--- src/rdc_pkg.sv ---
`timescale 1ns / 1ps
// ----------------------------------------------------------------------------
// rdc_pkg: shared types and constants of the radix digit conversion block
// Holds the radix limits and the command and status groups that join the
// controller and the datapath.
// ----------------------------------------------------------------------------
package rdc_pkg;

	localparam int RADIX_BITS = 6;
	localparam int DIGIT_BITS = 6;

	localparam logic [RADIX_BITS-1:0] RADIX_MIN   = 6'd2;
	localparam logic [RADIX_BITS-1:0] RADIX_MAX   = 6'd36;
	localparam logic [RADIX_BITS-1:0] RADIX_RESET = 6'd10;

	typedef struct packed {
		logic load;
		logic div_start;
		logic div_step;
		logic pop;
	} rdc_cmd_t;

	typedef struct packed {
		logic n_zero;
		logic step_last;
		logic count_zero;
		logic out_free;
	} rdc_status_t;

endpackage

--- src/rdc_interfaces.sv ---
`timescale 1ns / 1ps
// ----------------------------------------------------------------------------
// rdc_interfaces: request, digit and configuration channels
// Each channel carries valid, ready and its payload, with a source and a sink
// modport.
// ----------------------------------------------------------------------------
interface rdc_req_if #(
	parameter int VALUE_BITS = 31
);
	logic                  valid;
	logic                  ready;
	logic [VALUE_BITS-1:0] value;

	modport source (output valid, output value, input ready);
	modport sink (input valid, input value, output ready);
endinterface

interface rdc_digit_if;
	logic                           valid;
	logic                           ready;
	logic [rdc_pkg::DIGIT_BITS-1:0] digit;
	logic                           last_digit;

	modport source (output valid, output digit, output last_digit, input ready);
	modport sink (input valid, input digit, input last_digit, output ready);
endinterface

interface rdc_cfg_if;
	logic                           valid;
	logic                           ready;
	logic [rdc_pkg::RADIX_BITS-1:0] data;

	modport source (output valid, output data, input ready);
	modport sink (input valid, input data, output ready);
endinterface

--- src/rdc_ctrl.sv ---
`timescale 1ns / 1ps
// ----------------------------------------------------------------------------
// rdc_ctrl: sequencer of the radix digit conversion block
// Steps through loading a request, the bit-serial divisions and the emission
// of the stacked digits.
// ----------------------------------------------------------------------------
module rdc_ctrl (
	input  logic                 clk,
	input  logic                 arst_n,
	input  logic                 req_valid,
	output logic                 req_ready,
	input  rdc_pkg::rdc_status_t status,
	output rdc_pkg::rdc_cmd_t    cmd
);

	typedef enum logic [3:0] {
		ST_IDLE  = 4'b0001,
		ST_CHECK = 4'b0010,
		ST_DIV   = 4'b0100,
		ST_EMIT  = 4'b1000
	} state_t;

	state_t state_q;
	state_t state_d;

	always_comb begin
		state_d       = state_q;
		cmd           = '0;
		req_ready     = 1'b0;
		unique case (state_q)
			ST_IDLE: begin
				req_ready = 1'b1;
				if (req_valid) begin
					cmd.load = 1'b1;
					state_d  = ST_CHECK;
				end
			end
			ST_CHECK: begin
				if (status.n_zero) begin
					state_d = ST_EMIT;
				end else begin
					cmd.div_start = 1'b1;
					state_d       = ST_DIV;
				end
			end
			ST_DIV: begin
				cmd.div_step = 1'b1;
				if (status.step_last) begin
					state_d = ST_CHECK;
				end
			end
			ST_EMIT: begin
				if (status.count_zero) begin
					state_d = ST_IDLE;
				end else if (status.out_free) begin
					cmd.pop = 1'b1;
				end
			end
			default: begin
				state_d = ST_IDLE;
			end
		endcase
	end

	always_ff @(posedge clk or negedge arst_n) begin
		if (!arst_n) begin
			state_q <= ST_IDLE;
		end else begin
			state_q <= state_d;
		end
	end

`ifndef SYNTHESIS
	a_pop_needs_digits: assert property (@(posedge clk) disable iff (!arst_n)
		cmd.pop |-> !status.count_zero && status.out_free)
		else $error("Pop issued without a stacked digit or a free output.");
	a_div_follows_check: assert property (@(posedge clk) disable iff (!arst_n)
		cmd.div_start |=> cmd.div_step)
		else $error("Division start not followed by a division step.");
	a_load_only_idle: assert property (@(posedge clk) disable iff (!arst_n)
		cmd.load |-> !cmd.div_step && !cmd.pop && !cmd.div_start)
		else $error("Load issued together with another command.");
`endif

endmodule

--- src/rdc_datapath.sv ---
`timescale 1ns / 1ps
// ----------------------------------------------------------------------------
// rdc_datapath: divider, digit stack and output register
// Holds the radix register, a restoring divider that takes one quotient bit
// per cycle, the digit memory and the registered output.
// ----------------------------------------------------------------------------
module rdc_datapath #(
	parameter int VALUE_BITS  = 31,
	parameter int DIGIT_DEPTH = 32
) (
	input  logic                           clk,
	input  logic                           arst_n,
	input  rdc_pkg::rdc_cmd_t              cmd,
	output rdc_pkg::rdc_status_t           status,
	input  logic [VALUE_BITS-1:0]          value,
	input  logic                           cfg_valid,
	input  logic [rdc_pkg::RADIX_BITS-1:0] cfg_data,
	output logic                           out_valid,
	input  logic                           out_ready,
	output logic [rdc_pkg::DIGIT_BITS-1:0] out_digit,
	output logic                           out_last
);

	localparam int AW = $clog2(DIGIT_DEPTH);
	localparam int CW = $clog2(DIGIT_DEPTH + 1);
	localparam int BW = $clog2(VALUE_BITS);
	localparam int RB = rdc_pkg::RADIX_BITS;
	localparam int DB = rdc_pkg::DIGIT_BITS;

	logic [RB-1:0]         radix_q;
	logic [VALUE_BITS-1:0] n_q;
	logic [DB-1:0]         rem_q;
	logic [BW-1:0]         bit_cnt_q;
	logic [CW-1:0]         count_q;
	logic                  out_valid_q;
	logic [DB-1:0]         out_digit_q;
	logic                  out_last_q;
	logic [DB-1:0]         digit_mem [DIGIT_DEPTH];

	logic [DB:0]           rem_trial;
	logic                  rem_ge;
	logic [DB-1:0]         rem_new;
	logic [VALUE_BITS-1:0] n_new;
	logic [CW-1:0]         count_dec;
	logic                  push;
	logic [RB-1:0]         radix_sat;

	always_comb begin
		rem_trial = {rem_q, n_q[VALUE_BITS-1]};
		rem_ge    = rem_trial >= {1'b0, radix_q};
		rem_new   = rem_ge ? DB'(rem_trial - {1'b0, radix_q}) : rem_trial[DB-1:0];
		n_new     = {n_q[VALUE_BITS-2:0], rem_ge};
		count_dec = count_q - CW'(1);
		push      = cmd.div_step && status.step_last && (count_q < CW'(DIGIT_DEPTH));
	end

	always_comb begin
		priority if (cfg_data < rdc_pkg::RADIX_MIN) begin
			radix_sat = rdc_pkg::RADIX_MIN;
		end else if (cfg_data > rdc_pkg::RADIX_MAX) begin
			radix_sat = rdc_pkg::RADIX_MAX;
		end else begin
			radix_sat = cfg_data;
		end
	end

	assign status.n_zero     = (n_q == '0);
	assign status.step_last  = (bit_cnt_q == BW'(VALUE_BITS - 1));
	assign status.count_zero = (count_q == '0);
	assign status.out_free   = !out_valid_q || out_ready;

	always_ff @(posedge clk or negedge arst_n) begin
		if (!arst_n) begin
			radix_q     <= rdc_pkg::RADIX_RESET;
			count_q     <= '0;
			bit_cnt_q   <= '0;
			out_valid_q <= 1'b0;
		end else begin
			if (cfg_valid) begin
				radix_q <= radix_sat;
			end
			if (cmd.load) begin
				count_q <= '0;
			end else if (push) begin
				count_q <= count_q + CW'(1);
			end else if (cmd.pop) begin
				count_q <= count_dec;
			end
			if (cmd.div_start) begin
				bit_cnt_q <= '0;
			end else if (cmd.div_step) begin
				bit_cnt_q <= bit_cnt_q + BW'(1);
			end
			if (cmd.pop) begin
				out_valid_q <= 1'b1;
			end else if (out_ready) begin
				out_valid_q <= 1'b0;
			end
		end
	end

	always_ff @(posedge clk) begin
		if (cmd.load) begin
			n_q <= value;
		end else if (cmd.div_step) begin
			n_q <= n_new;
		end
		if (cmd.div_start) begin
			rem_q <= '0;
		end else if (cmd.div_step) begin
			rem_q <= rem_new;
		end
		if (cmd.pop) begin
			out_last_q <= (count_q == CW'(1));
		end
	end

	always_ff @(posedge clk) begin
		if (push) begin
			digit_mem[count_q[AW-1:0]] <= rem_new;
		end
		if (cmd.pop) begin
			out_digit_q <= digit_mem[count_dec[AW-1:0]];
		end
	end

	assign out_valid = out_valid_q;
	assign out_digit = out_digit_q;
	assign out_last  = out_last_q;

`ifndef SYNTHESIS
	a_count_bound: assert property (@(posedge clk) disable iff (!arst_n)
		count_q <= CW'(DIGIT_DEPTH))
		else $error("Digit count exceeds the stack depth.");
	a_load_clears: assert property (@(posedge clk) disable iff (!arst_n)
		cmd.load |=> count_q == '0)
		else $error("Digit count not cleared by a load.");
	a_valid_from_pop: assert property (@(posedge clk) disable iff (!arst_n)
		$rose(out_valid_q) |-> $past(cmd.pop))
		else $error("Output became valid without a pop.");
	a_remainder_below_radix: assert property (@(posedge clk) disable iff (!arst_n)
		$past(cmd.div_step) |-> rem_q < radix_q)
		else $error("Division remainder not below the radix.");
`endif

endmodule

--- src/radix_digit_conversion_top.sv ---
`timescale 1ns / 1ps
// ----------------------------------------------------------------------------
// radix_digit_conversion_top: converts a value into digits of a set radix
// Top level joining the controller and the datapath to the request, digit
// and configuration channels.
// ----------------------------------------------------------------------------
// Each accepted request is divided by the radix repeatedly with a bit-serial
// restoring divider, one quotient bit per cycle; the digits are stacked and
// then sent most significant first at up to one digit per cycle, the final
// one flagged by last_digit, and a zero value gives no digits. A new request
// is taken once the previous digits have all been moved into the output
// register. Radix writes saturate into 2..36 and are always ready;
// they are meant to happen only while the block is idle.
module radix_digit_conversion_top #(
	parameter int VALUE_BITS  = 31,
	parameter int DIGIT_DEPTH = 32
) (
	input  logic        clk,
	input  logic        arst_n,
	rdc_req_if.sink     req,
	rdc_digit_if.source rsp,
	rdc_cfg_if.sink     cfg
);

	rdc_pkg::rdc_cmd_t    cmd;
	rdc_pkg::rdc_status_t status;

	assign cfg.ready = 1'b1;

	rdc_ctrl u_ctrl (
		.clk       (clk),
		.arst_n    (arst_n),
		.req_valid (req.valid),
		.req_ready (req.ready),
		.status    (status),
		.cmd       (cmd)
	);

	rdc_datapath #(
		.VALUE_BITS  (VALUE_BITS),
		.DIGIT_DEPTH (DIGIT_DEPTH)
	) u_datapath (
		.clk       (clk),
		.arst_n    (arst_n),
		.cmd       (cmd),
		.status    (status),
		.value     (req.value),
		.cfg_valid (cfg.valid),
		.cfg_data  (cfg.data),
		.out_valid (rsp.valid),
		.out_ready (rsp.ready),
		.out_digit (rsp.digit),
		.out_last  (rsp.last_digit)
	);

endmodule

--- src/flat_wrapper.sv ---
// flat-port wrapper written by rule: the top's interface ports become plain ports
module radix_digit_conversion_top_flat 
#(
	parameter int VALUE_BITS  = 31,
	parameter int DIGIT_DEPTH = 32
)
  (clk, arst_n, req_valid, req_value, req_ready, rsp_valid, rsp_digit, rsp_last_digit, rsp_ready, cfg_valid, cfg_data, cfg_ready);
  rdc_req_if #(.VALUE_BITS(VALUE_BITS)) req_i ();
  rdc_digit_if rsp_i ();
  rdc_cfg_if cfg_i ();
  input  logic clk;
  input  logic arst_n;
  input wire logic [$bits(req_i.valid)-1:0] req_valid;
  input wire logic [$bits(req_i.value)-1:0] req_value;
  output wire logic [$bits(req_i.ready)-1:0] req_ready;
  output wire logic [$bits(rsp_i.valid)-1:0] rsp_valid;
  output wire logic [$bits(rsp_i.digit)-1:0] rsp_digit;
  output wire logic [$bits(rsp_i.last_digit)-1:0] rsp_last_digit;
  input wire logic [$bits(rsp_i.ready)-1:0] rsp_ready;
  input wire logic [$bits(cfg_i.valid)-1:0] cfg_valid;
  input wire logic [$bits(cfg_i.data)-1:0] cfg_data;
  output wire logic [$bits(cfg_i.ready)-1:0] cfg_ready;
  assign req_i.valid = req_valid;
  assign req_i.value = req_value;
  assign req_ready = req_i.ready;
  assign rsp_valid = rsp_i.valid;
  assign rsp_digit = rsp_i.digit;
  assign rsp_last_digit = rsp_i.last_digit;
  assign rsp_i.ready = rsp_ready;
  assign cfg_i.valid = cfg_valid;
  assign cfg_i.data = cfg_data;
  assign cfg_ready = cfg_i.ready;
  radix_digit_conversion_top #(.VALUE_BITS(VALUE_BITS), .DIGIT_DEPTH(DIGIT_DEPTH)) u_core (.clk(clk), .arst_n(arst_n), .req(req_i), .rsp(rsp_i), .cfg(cfg_i));
endmodule
--- config.mk ---
export PLATFORM = sky130hd
export DESIGN_NAME = radix_digit_conversion_top_flat
export DESIGN_NICKNAME = d
export VERILOG_FILES = /design/src/rdc_pkg.sv /design/src/rdc_interfaces.sv /design/src/rdc_ctrl.sv /design/src/rdc_datapath.sv /design/src/radix_digit_conversion_top.sv /design/src/flat_wrapper.sv
export SDC_FILE = /design/constraint.sdc
export NUM_CORES = 1
export LEC_CHECK = 0
export CORE_AREA = 2 2 169 171
export DETAILED_ROUTE_END_ITERATION = 8
export DIE_AREA = 0 0 171 173
export DONT_BUFFER_PORTS = 1
export SYNTH_ARGS = -nofsm -noshare
export SYNTH_HDL_FRONTEND = slang
export SYNTH_SLANG_ARGS = --single-unit
export TNS_END_PERCENT = 20
--- constraint.sdc ---
create_clock -name clk -period 3.6 [get_ports clk]
set_clock_uncertainty 0.2 [all_clocks]
set_input_delay 0.72 -clock clk [delete_from_list [all_inputs] [get_ports clk]]
set_output_delay 0.72 -clock clk [all_outputs]
set_load 0.005 [all_outputs]
==> impl_metrics.sql, run 1 <==
INSERT INTO impl_metrics (metric_group, metric, value, unit) VALUES
('worst_hold_path', 'worstHoldPathType', 'primary input to flop', ''),
('power_and_ir_drop', 'power.static_leakage', '4.30', 'nW'),
('final_layout', 'layout-drive-gt1-share', '16.3', '%'),
('clock_tree', 'clock_tree.htree_level_count', '1', ''),
('power_and_ir_drop', 'power.ir.vdd_worst', '0.493', 'mV'),
('route', 'drcViolationCount', '0', ''),
('synthesis', 'synthesis.yosys.warnings', '0', ''),
('synthesis', 'edff_count_synth', '230', ''),
('global_routing', 'via_count_of_the_first_global_routing_pass', '6189', ''),
('synthesis', 'postSynth.asyncResetShare', '8.53', '%'),
('floorplan', 'initial_core_util', '39.9', '%'),
('worst_setup_path', 'cp.required', '3.55', 'ns'),
('route', 'routed-via-count', '5933', ''),
('synthesis', 'ys_top_cells_by_area', 'sky130_fd_sc_hd__edfxtp_1 63%, sky130_fd_sc_hd__mux4_2 9.8%, sky130_fd_sc_hd__nand2_1 4.9%', ''),
('sta', 'final_min_period_over_clock_period', '87.9', '%'),
('run', 'max_cap_viol_count', '0', ''),
('worst_setup_path', 'timing_worst_setup_path_type', 'flop to flop', ''),
('global_routing', 'grt_max_degree', '51', ''),
('route', 'detail_route.wirelength', '22200', 'µm'),
('synthesis', 'syn_area_per_cell', '14.9', 'µm²'),
('clock_tree', 'tritoncts_clock_tree', 'done', ''),
('worst_setup_path', 'worstPathMaxFanout', '10', ''),
('clock_tree', 'clock_insertion_delay_worst_skew', '0.52', 'ns'),
('route', 'first_pass_iters', '6', ''),
('sta', 'period_needed', '3.16', 'ns'),
('clock_tree', 'clk_transition_reported_paths', '0.06', 'ns'),
('sta', 'headroom_to_the_max_slew_limit', '31.5', '%'),
('synthesis', 'ys.flop_type', 'sky130_fd_sc_hd__edfxtp_1', ''),
('global_routing', 'sum_of_overflow_across_all_layers_after_global_routing', '0', ''),
('final_layout', 'areaGrowthSynthToFinish', '12.5', '%'),
('sta', 'final.setup.tns', '0', 'ns'),
('worst_setup_path', 'crit_path_start', 'u_core.u_ctrl.state_q[1]', ''),
('power_and_ir_drop', 'cellPowerDensity', '701', 'nW/µm²'),
('worst_setup_path', 'worstSetupEndpointType', 'flop', ''),
('clock_tree', 'cts.repair_timing.setup_buffer_count', '0', ''),
('placed_design', 'routabilityCongestion', '0.770', ''),
('clock_tree', 'post_cts_resized', '0', ''),
('sta', 'finalSetupViolCount', '0', ''),
('floorplan', 'fp.dieH', '173', 'µm'),
('global_routing', 'gr-usage-all-layers', '15.5', '%'),
('sta', 'report.final.slew_viol_count', '0', ''),
('clock_tree', 'tritoncts.num_buffers', '27', ''),
('worst_setup_path', 'setup.worst_path.start_class', 'flop', ''),
('route', 'routed_via_density', '5.17', ''),
('synthesis', 'synthesized_nets', '795', ''),
('placed_design', 'buffer_ports.inserted', '0', ''),
('synthesis', 'synthTopCellsByCount', '230 x sky130_fd_sc_hd__edfxtp_1, 143 x sky130_fd_sc_hd__nand2_1, 50 x sky130_fd_sc_hd__nor2_1, 48 x sky130_fd_sc_hd__mux4_2, 22 x sky130_fd_sc_hd__mux2i_1', ''),
('clock_tree', 'clkSinkCount', '258', ''),
('clock_tree', 'clockRootBuffer', 'sky130_fd_sc_hd__clkbuf_16', ''),
('power_and_ir_drop', 'design_power_total', '8.68', 'mW'),
('final_layout', 'design.final.nets', '807', ''),
('route', 'routedWlPerCell', '19.3', 'µm'),
('clock_tree', 'ctsLongestPathBuffers', '3', ''),
('worst_setup_path', 'critical_path_arrival', '3.12', 'ns'),
('placed_design', 'detailedPlacementHpwl', '14400', 'µm'),
('global_routing', 'number_of_antenna_violations_at_the_first_check_in_global_routing', '1', ''),
('floorplan', 'core_area', '27600', 'µm²'),
('worst_hold_path', 'hold_path_startpoint', 'cfg_valid', ''),
('global_routing', 'grt_pass1_wl', '35500', 'µm'),
('synthesis', 'synth.lib_cells_used.distinct', '58', ''),
('floorplan', 'floorplan.rows', '61', ''),
('floorplan', 'die_w', '171', 'µm'),
('run_status', 'outcome', 'finished, final reports clean', ''),
('sta', 'maxClockFrequency', '316', 'MHz'),
('synthesis', 'synthMostInstantiatedCell', 'sky130_fd_sc_hd__edfxtp_1', ''),
('synthesis', 'synth_seq_area_share', '68.8', '%'),
('synthesis', 'yosys_register_bits', '258', ''),
('route', 'initialDrtViolationCount', '390', ''),
('synthesis', 'synthDominantCellAreaShare', '62.7', '%'),
('floorplan', 'floorplan.die_area', '29600', 'µm²'),
('synthesis', 'post_synth_instance_area', '11000', 'µm²'),
('route', 'final_antenna_net_count', '0', ''),
('sta', 'rsz0062_at_grt', 'no', ''),
('floorplan', 'floorplan.io_pins', '52', ''),
('sta', 'worst-slew-pin-transition', '1.03', 'ns'),
('sta', 'timing_hold_violations_final', '0', ''),
('synthesis', 'syn-instance-count', '738', ''),
('synthesis', 'post-synth-top-area-cell', 'sky130_fd_sc_hd__edfxtp_1', ''),
('worst_setup_path', 'regToRegStartpoint', 'u_core.u_ctrl.state_q[1]', '');
## cell type report
cell class              count  area, µm²
clock inverters            17        170
flip-flops and latches    258       7580
diodes                      1       2.50
inverters                  19       71.3
well taps                 378        473
repair buffers             20        190
clock buffers              31        691
fillers                  2515      15200
multi-input cells         424       3210
## flip-flops by register name, indices dropped and copies added, names as in the netlist
signal	count
u_core.u_datapath.n_q	31
u_core.u_datapath.out_digit	6
u_core.u_datapath.out_last	1
u_core.u_datapath.out_valid	1
u_core.u_datapath.rem_q	6
u_core.u_datapath.bit_cnt_q	5
u_core.u_ctrl.state_q	4
u_core.u_datapath.digit_mem	192
u_core.u_datapath.count_q	6
u_core.u_datapath.radix_q	6
## layer usage
layer,global-route usage [%],wire [µm]
met1,22.3,10200
met2,25.1,10600
met3,2.43,988
met4,3.28,367
met5,0,0
## worst paths after layout
| check | end | slack (ns) | cells after the start |
|---|---|---|---|
| min in group asynchronous | u_core.u_datapath.bit_cnt_q[3] | 0.43 | 2 |
| hold / removal | u_core.u_datapath.radix_q[1] | 0.06 | 1 |
| hold reg to reg | u_core.u_datapath.rem_q[1] | 0.28 | 2 |
| max in group asynchronous | u_core.u_datapath.radix_q[3] | 2.55 | 2 |
| setup / recovery | u_core.u_datapath.digit_mem[30][5] | 0.44 | 4 |
| setup reg to reg | u_core.u_datapath.digit_mem[30][5] | 0.44 | 4 |
## per-stage QoR
step	std cells	worst slack, ns	instance area [µm²]	utilization, %	hold slack, ns
after global routing	1148	0.244	12400	44.8	0.0620
final	1148	0.437	12400	44.8	0.0607
after global placement	1097	0.509	11500	41.6	0.226
after CTS	1147	0.423	12400	44.8	0.0477
after floorplan	738	0.507	11000	-	0.224
after detailed placement	1097	0.445	11500	41.6	0.226
## cells by family (layout without fill, tap and decap cells)
kind of cell,after synthesis,in the layout,synth area share [%]
compound gates,76,76,4.48
other cells,1,2,0.0341
flops,258,258,68.8
xor+xnor,7,7,0.557
fa+ha+maj,15,15,1.77
simple gates,255,255,10.2
buf+inv,56,87,2.25
mux,70,70,11.8
## cell usage in the layout (no fill, tap or decap), drive strengths merged, types with 14 or more instances in the layout
master / count
nand2: 145
nor2: 50
ha: 14
buf: 19
clkbuf: 31
mux2i: 22
inv: 19
o21ai: 18
dfrtp: 19
edfxtp: 230
a21oi: 19
mux4: 48
## where the power goes
group,switching (mW),internal (mW)
Clock,1.11,1.59
Combinational,1.19,0.413
Sequential,0.136,4.23
Total,2.44,6.24
## repair_timing
item	CTS	global route
setup endpoints to repair	0	0
endpoints found under the hold margin	22	0
hold buffers	2	0
## worst max-delay path, stage by stage, from the launching register on
cell and delay [ns]:
sky130_fd_sc_hd__dfrtp_1 0.46, sky130_fd_sc_hd__or4b_1 0.75, sky130_fd_sc_hd__nor3_4 0.40, sky130_fd_sc_hd__nand2_1 0.40, sky130_fd_sc_hd__nor2_1 0.59
Power figures use the tool's default switching activity.
==> inputs of run 2 (changes only) <==
--- a/config.mk
+++ b/config.mk
@@ -5,9 +5,9 @@
 export SDC_FILE = /design/constraint.sdc
 export NUM_CORES = 1
 export LEC_CHECK = 0
-export CORE_AREA = 2 2 169 171
+export CORE_AREA = 5 5 172 174
 export DETAILED_ROUTE_END_ITERATION = 8
-export DIE_AREA = 0 0 171 173
+export DIE_AREA = 0 0 177 179
 export DONT_BUFFER_PORTS = 1
 export SYNTH_ARGS = -nofsm -noshare
 export SYNTH_HDL_FRONTEND = slang
==> constraint.sdc (replaced) <==
create_clock -name clk -period 3.6 [get_ports clk]
set_clock_uncertainty 0.2 [all_clocks]
set_input_delay 0.18 -clock clk [delete_from_list [all_inputs] [get_ports clk]]
set_output_delay 0.18 -clock clk [all_outputs]
set_load 0.005 [all_outputs]
==> impl_metrics.sql, run 2 (same netlist as run 1, synthesis figures left out) <==
INSERT INTO impl_metrics (metric_group, metric, value, unit) VALUES
('run_status', 'outcome', 'finished, final reports clean', ''),
('final_layout', 'fin_area', '12800', 'µm²'),
('route', 'drcViolationCount', '0', ''),
('floorplan', 'floorplan.rows', '61', ''),
('global_routing', 'sum_of_overflow_across_all_layers_after_global_routing', '0', ''),
('floorplan', 'die_w', '177', 'µm'),
('final_layout', 'number_of_flip_flops_under_the_largest_register_name', '192', ''),
('global_routing', 'grt_max_degree', '57', ''),
('placed_design', 'routabilityCongestion', '0.772', ''),
('floorplan', 'floorplan.io_pins', '52', ''),
('clock_tree', 'ctsLongestPathBuffers', '3', ''),
('clock_tree', 'clock_insertion_delay_worst_skew', '0.53', 'ns'),
('route', 'routed_via_density', '5.26', ''),
('worst_setup_path', 'regToRegStartpoint', 'u_core.u_ctrl.state_q[1]', ''),
('worst_setup_path', 'timing.critical_path.to', 'u_core.u_datapath.digit_mem[18][3]', ''),
('placed_design', 'post-place-ws', '0.480', 'ns'),
('clock_tree', 'clock_tree.htree_level_count', '1', ''),
('sta', 'report.final.slew_viol_count', '0', ''),
('placed_design', 'place_inst', '1094', ''),
('worst_hold_path', 'worstHoldPathType', 'primary input to flop', ''),
('sta', 'final_min_period_over_clock_period', '86.6', '%'),
('floorplan', 'floorplan.die_area', '31700', 'µm²'),
('sta', 'rsz0062_at_grt', 'no', ''),
('worst_setup_path', 'worst_path_max_delay_cell', 'sky130_fd_sc_hd__or4b_1', ''),
('global_routing', 'gr-usage-all-layers', '15.6', '%'),
('clock_tree', 'clockRootBuffer', 'sky130_fd_sc_hd__clkbuf_16', ''),
('worst_setup_path', 'setup.worst_path.start_class', 'flop', ''),
('placed_design', 'postPlaceCellArea', '11500', 'µm²'),
('final_layout', 'post_layout_nonfiller_instances', '1190', ''),
('route', 'routed-via-count', '6254', ''),
('power_and_ir_drop', 'power.static_leakage', '4.45', 'nW'),
('power_and_ir_drop', 'cellPowerDensity', '692', 'nW/µm²'),
('worst_setup_path', 'worstSetupEndpointType', 'flop', ''),
('power_and_ir_drop', 'design_power_total', '8.88', 'mW'),
('worst_setup_path', 'timing_worst_setup_path_type', 'flop to flop', ''),
('global_routing', 'grt_pass1_wl', '38100', 'µm'),
('sta', 'period_needed', '3.12', 'ns'),
('sta', 'maxClockFrequency', '321', 'MHz'),
('final_layout', 'layout_commonest_cell', 'sky130_fd_sc_hd__edfxtp_1', ''),
('worst_setup_path', 'critical_path_arrival', '3.09', 'ns'),
('worst_setup_path', 'r2r.worst_path.cells', '4', ''),
('clock_tree', 'clkSinkCount', '258', ''),
('global_routing', 'number_of_antenna_violations_at_the_first_check_in_global_routing', '0', ''),
('final_layout', 'design.final.nets', '849', ''),
('sta', 'final.setup.tns', '0', 'ns'),
('final_layout', 'areaGrowthSynthToFinish', '16.5', '%'),
('run', 'max_cap_viol_count', '0', ''),
('clock_tree', 'post_cts_hold_buffer_count', '48', ''),
('sta', 'finalHoldWorstSlack', '0.131', 'ns'),
('sta', 'timing_hold_violations_final', '0', ''),
('worst_setup_path', 'rr_endpoint', 'u_core.u_datapath.digit_mem[18][3]', ''),
('worst_setup_path', 'worstPathMaxFanout', '10', ''),
('final_layout', 'insertedDiodeCount', '0', ''),
('global_routing', 'via_count_of_the_first_global_routing_pass', '6534', ''),
('worst_setup_path', 'crit_path_cell_trace', 'or4b_1 > nor3_4 > nand2_1 > nor2_1', ''),
('clock_tree', 'clk_transition_reported_paths', '0.06', 'ns'),
('floorplan', 'fp.dieH', '179', 'µm'),
('worst_setup_path', 'r2r_setup_slack', '0.48', 'ns'),
('floorplan', 'core_area', '27600', 'µm²'),
('clock_tree', 'cts.repair_timing.setup_buffer_count', '0', ''),
('floorplan', 'initial_core_util', '39.9', '%'),
('route', 'routedWlPerCell', '20.2', 'µm'),
('sta', 'fin_ws', '0.484', 'ns'),
('route', 'detail_route.wirelength', '24000', 'µm'),
('final_layout', 'commonest_non_fill_non_tap_cells_in_the_layout', '230 x sky130_fd_sc_hd__edfxtp_1, 143 x sky130_fd_sc_hd__nand2_1, 50 x sky130_fd_sc_hd__nor2_1', ''),
('sta', 'finalSetupViolCount', '0', ''),
('route', 'initialDrtViolationCount', '507', ''),
('placed_design', 'detailedPlacementHpwl', '14900', 'µm'),
('clock_tree', 'post_cts_resized', '0', ''),
('worst_setup_path', 'max_stage_delay', '0.74', 'ns'),
('final_layout', 'layout-drive-gt1-share', '14.2', '%'),
('route', 'final_antenna_net_count', '0', ''),
('placed_design', 'buffer_ports.inserted', '0', ''),
('final_layout', 'final_core_utilization', '46.4', '%'),
('worst_setup_path', 'crit_path_start', 'u_core.u_ctrl.state_q[1]', ''),
('clock_tree', 'tritoncts_clock_tree', 'done', ''),
('clock_tree', 'tritoncts.num_buffers', '26', ''),
('sta', 'worst-slew-pin-transition', '1.03', 'ns'),
('sta', 'headroom_to_the_max_slew_limit', '30.8', '%'),
('worst_setup_path', 'cp.required', '3.57', 'ns'),
('route', 'first_pass_iters', '4', ''),
('power_and_ir_drop', 'power.ir.vdd_worst', '0.491', 'mV');
==> run 2: cell count changes in the layout (fill, tap and decap cells not counted), moves of 3 or more <==
cell,before,now
sky130_fd_sc_hd__clkbuf_1,4,8
sky130_fd_sc_hd__clkinv_2,8,1
sky130_fd_sc_hd__clkinv_1,2,5
sky130_fd_sc_hd__dlygate4sd3_1,1,47
sky130_fd_sc_hd__buf_4,16,13
==> run 2: critical path, delay by kind of cell, from the launching register on <==
kind | cells | cell delay, ns
and+or+nand+nor | 4 | 2.09
DFF | 1 | 0.46
==> run 2: layer usage <==
layer | GRT usage (%) | vias up | wire [µm]
met5 | 0 | - | 0
met4 | 4.00 | 0 | 623
met3 | 2.91 | 40 | 1300
met2 | 25.1 | 172 | 11300
met1 | 22.2 | 3148 | 10800
li1 | - | 2894 | -
==> run 2: area by class of cell <==
type                            count  area [µm²]
Clock inverter                     14         185
Sequential cell                   258        7580
Multi-Input combinational cell    424        3210
Clock buffer                       34         681
Inverter                           19        71.3
Tap cell                          378         473
Timing Repair Buffer               63         628
Fill cell                        2401       14800
==> run 2: how the worst min path moves through the flow <==
stage                                endpoint        start  slack [ns]  depth (start not counted)
6_report         u_core.u_datapath.radix_q[5]  cfg_data[5]        0.13                          3
5_1_grt          u_core.u_datapath.radix_q[5]  cfg_data[5]        0.13                          3
4_1_cts          u_core.u_datapath.radix_q[5]  cfg_data[5]        0.12                          3
3_5_place_dp   u_core.u_datapath.bit_cnt_q[3]       arst_n       -0.31                          0
3_3_place_gp   u_core.u_datapath.bit_cnt_q[3]       arst_n       -0.31                          0
2_1_floorplan        u_core.u_ctrl.state_q[1]       arst_n       -0.32                          0
==> run 2: report_power, final <==
group	internal (mW)	switching [mW]	total [mW]
Clock	1.62	1.10	2.72
Combinational	0.464	1.33	1.79
Sequential	4.22	0.139	4.36
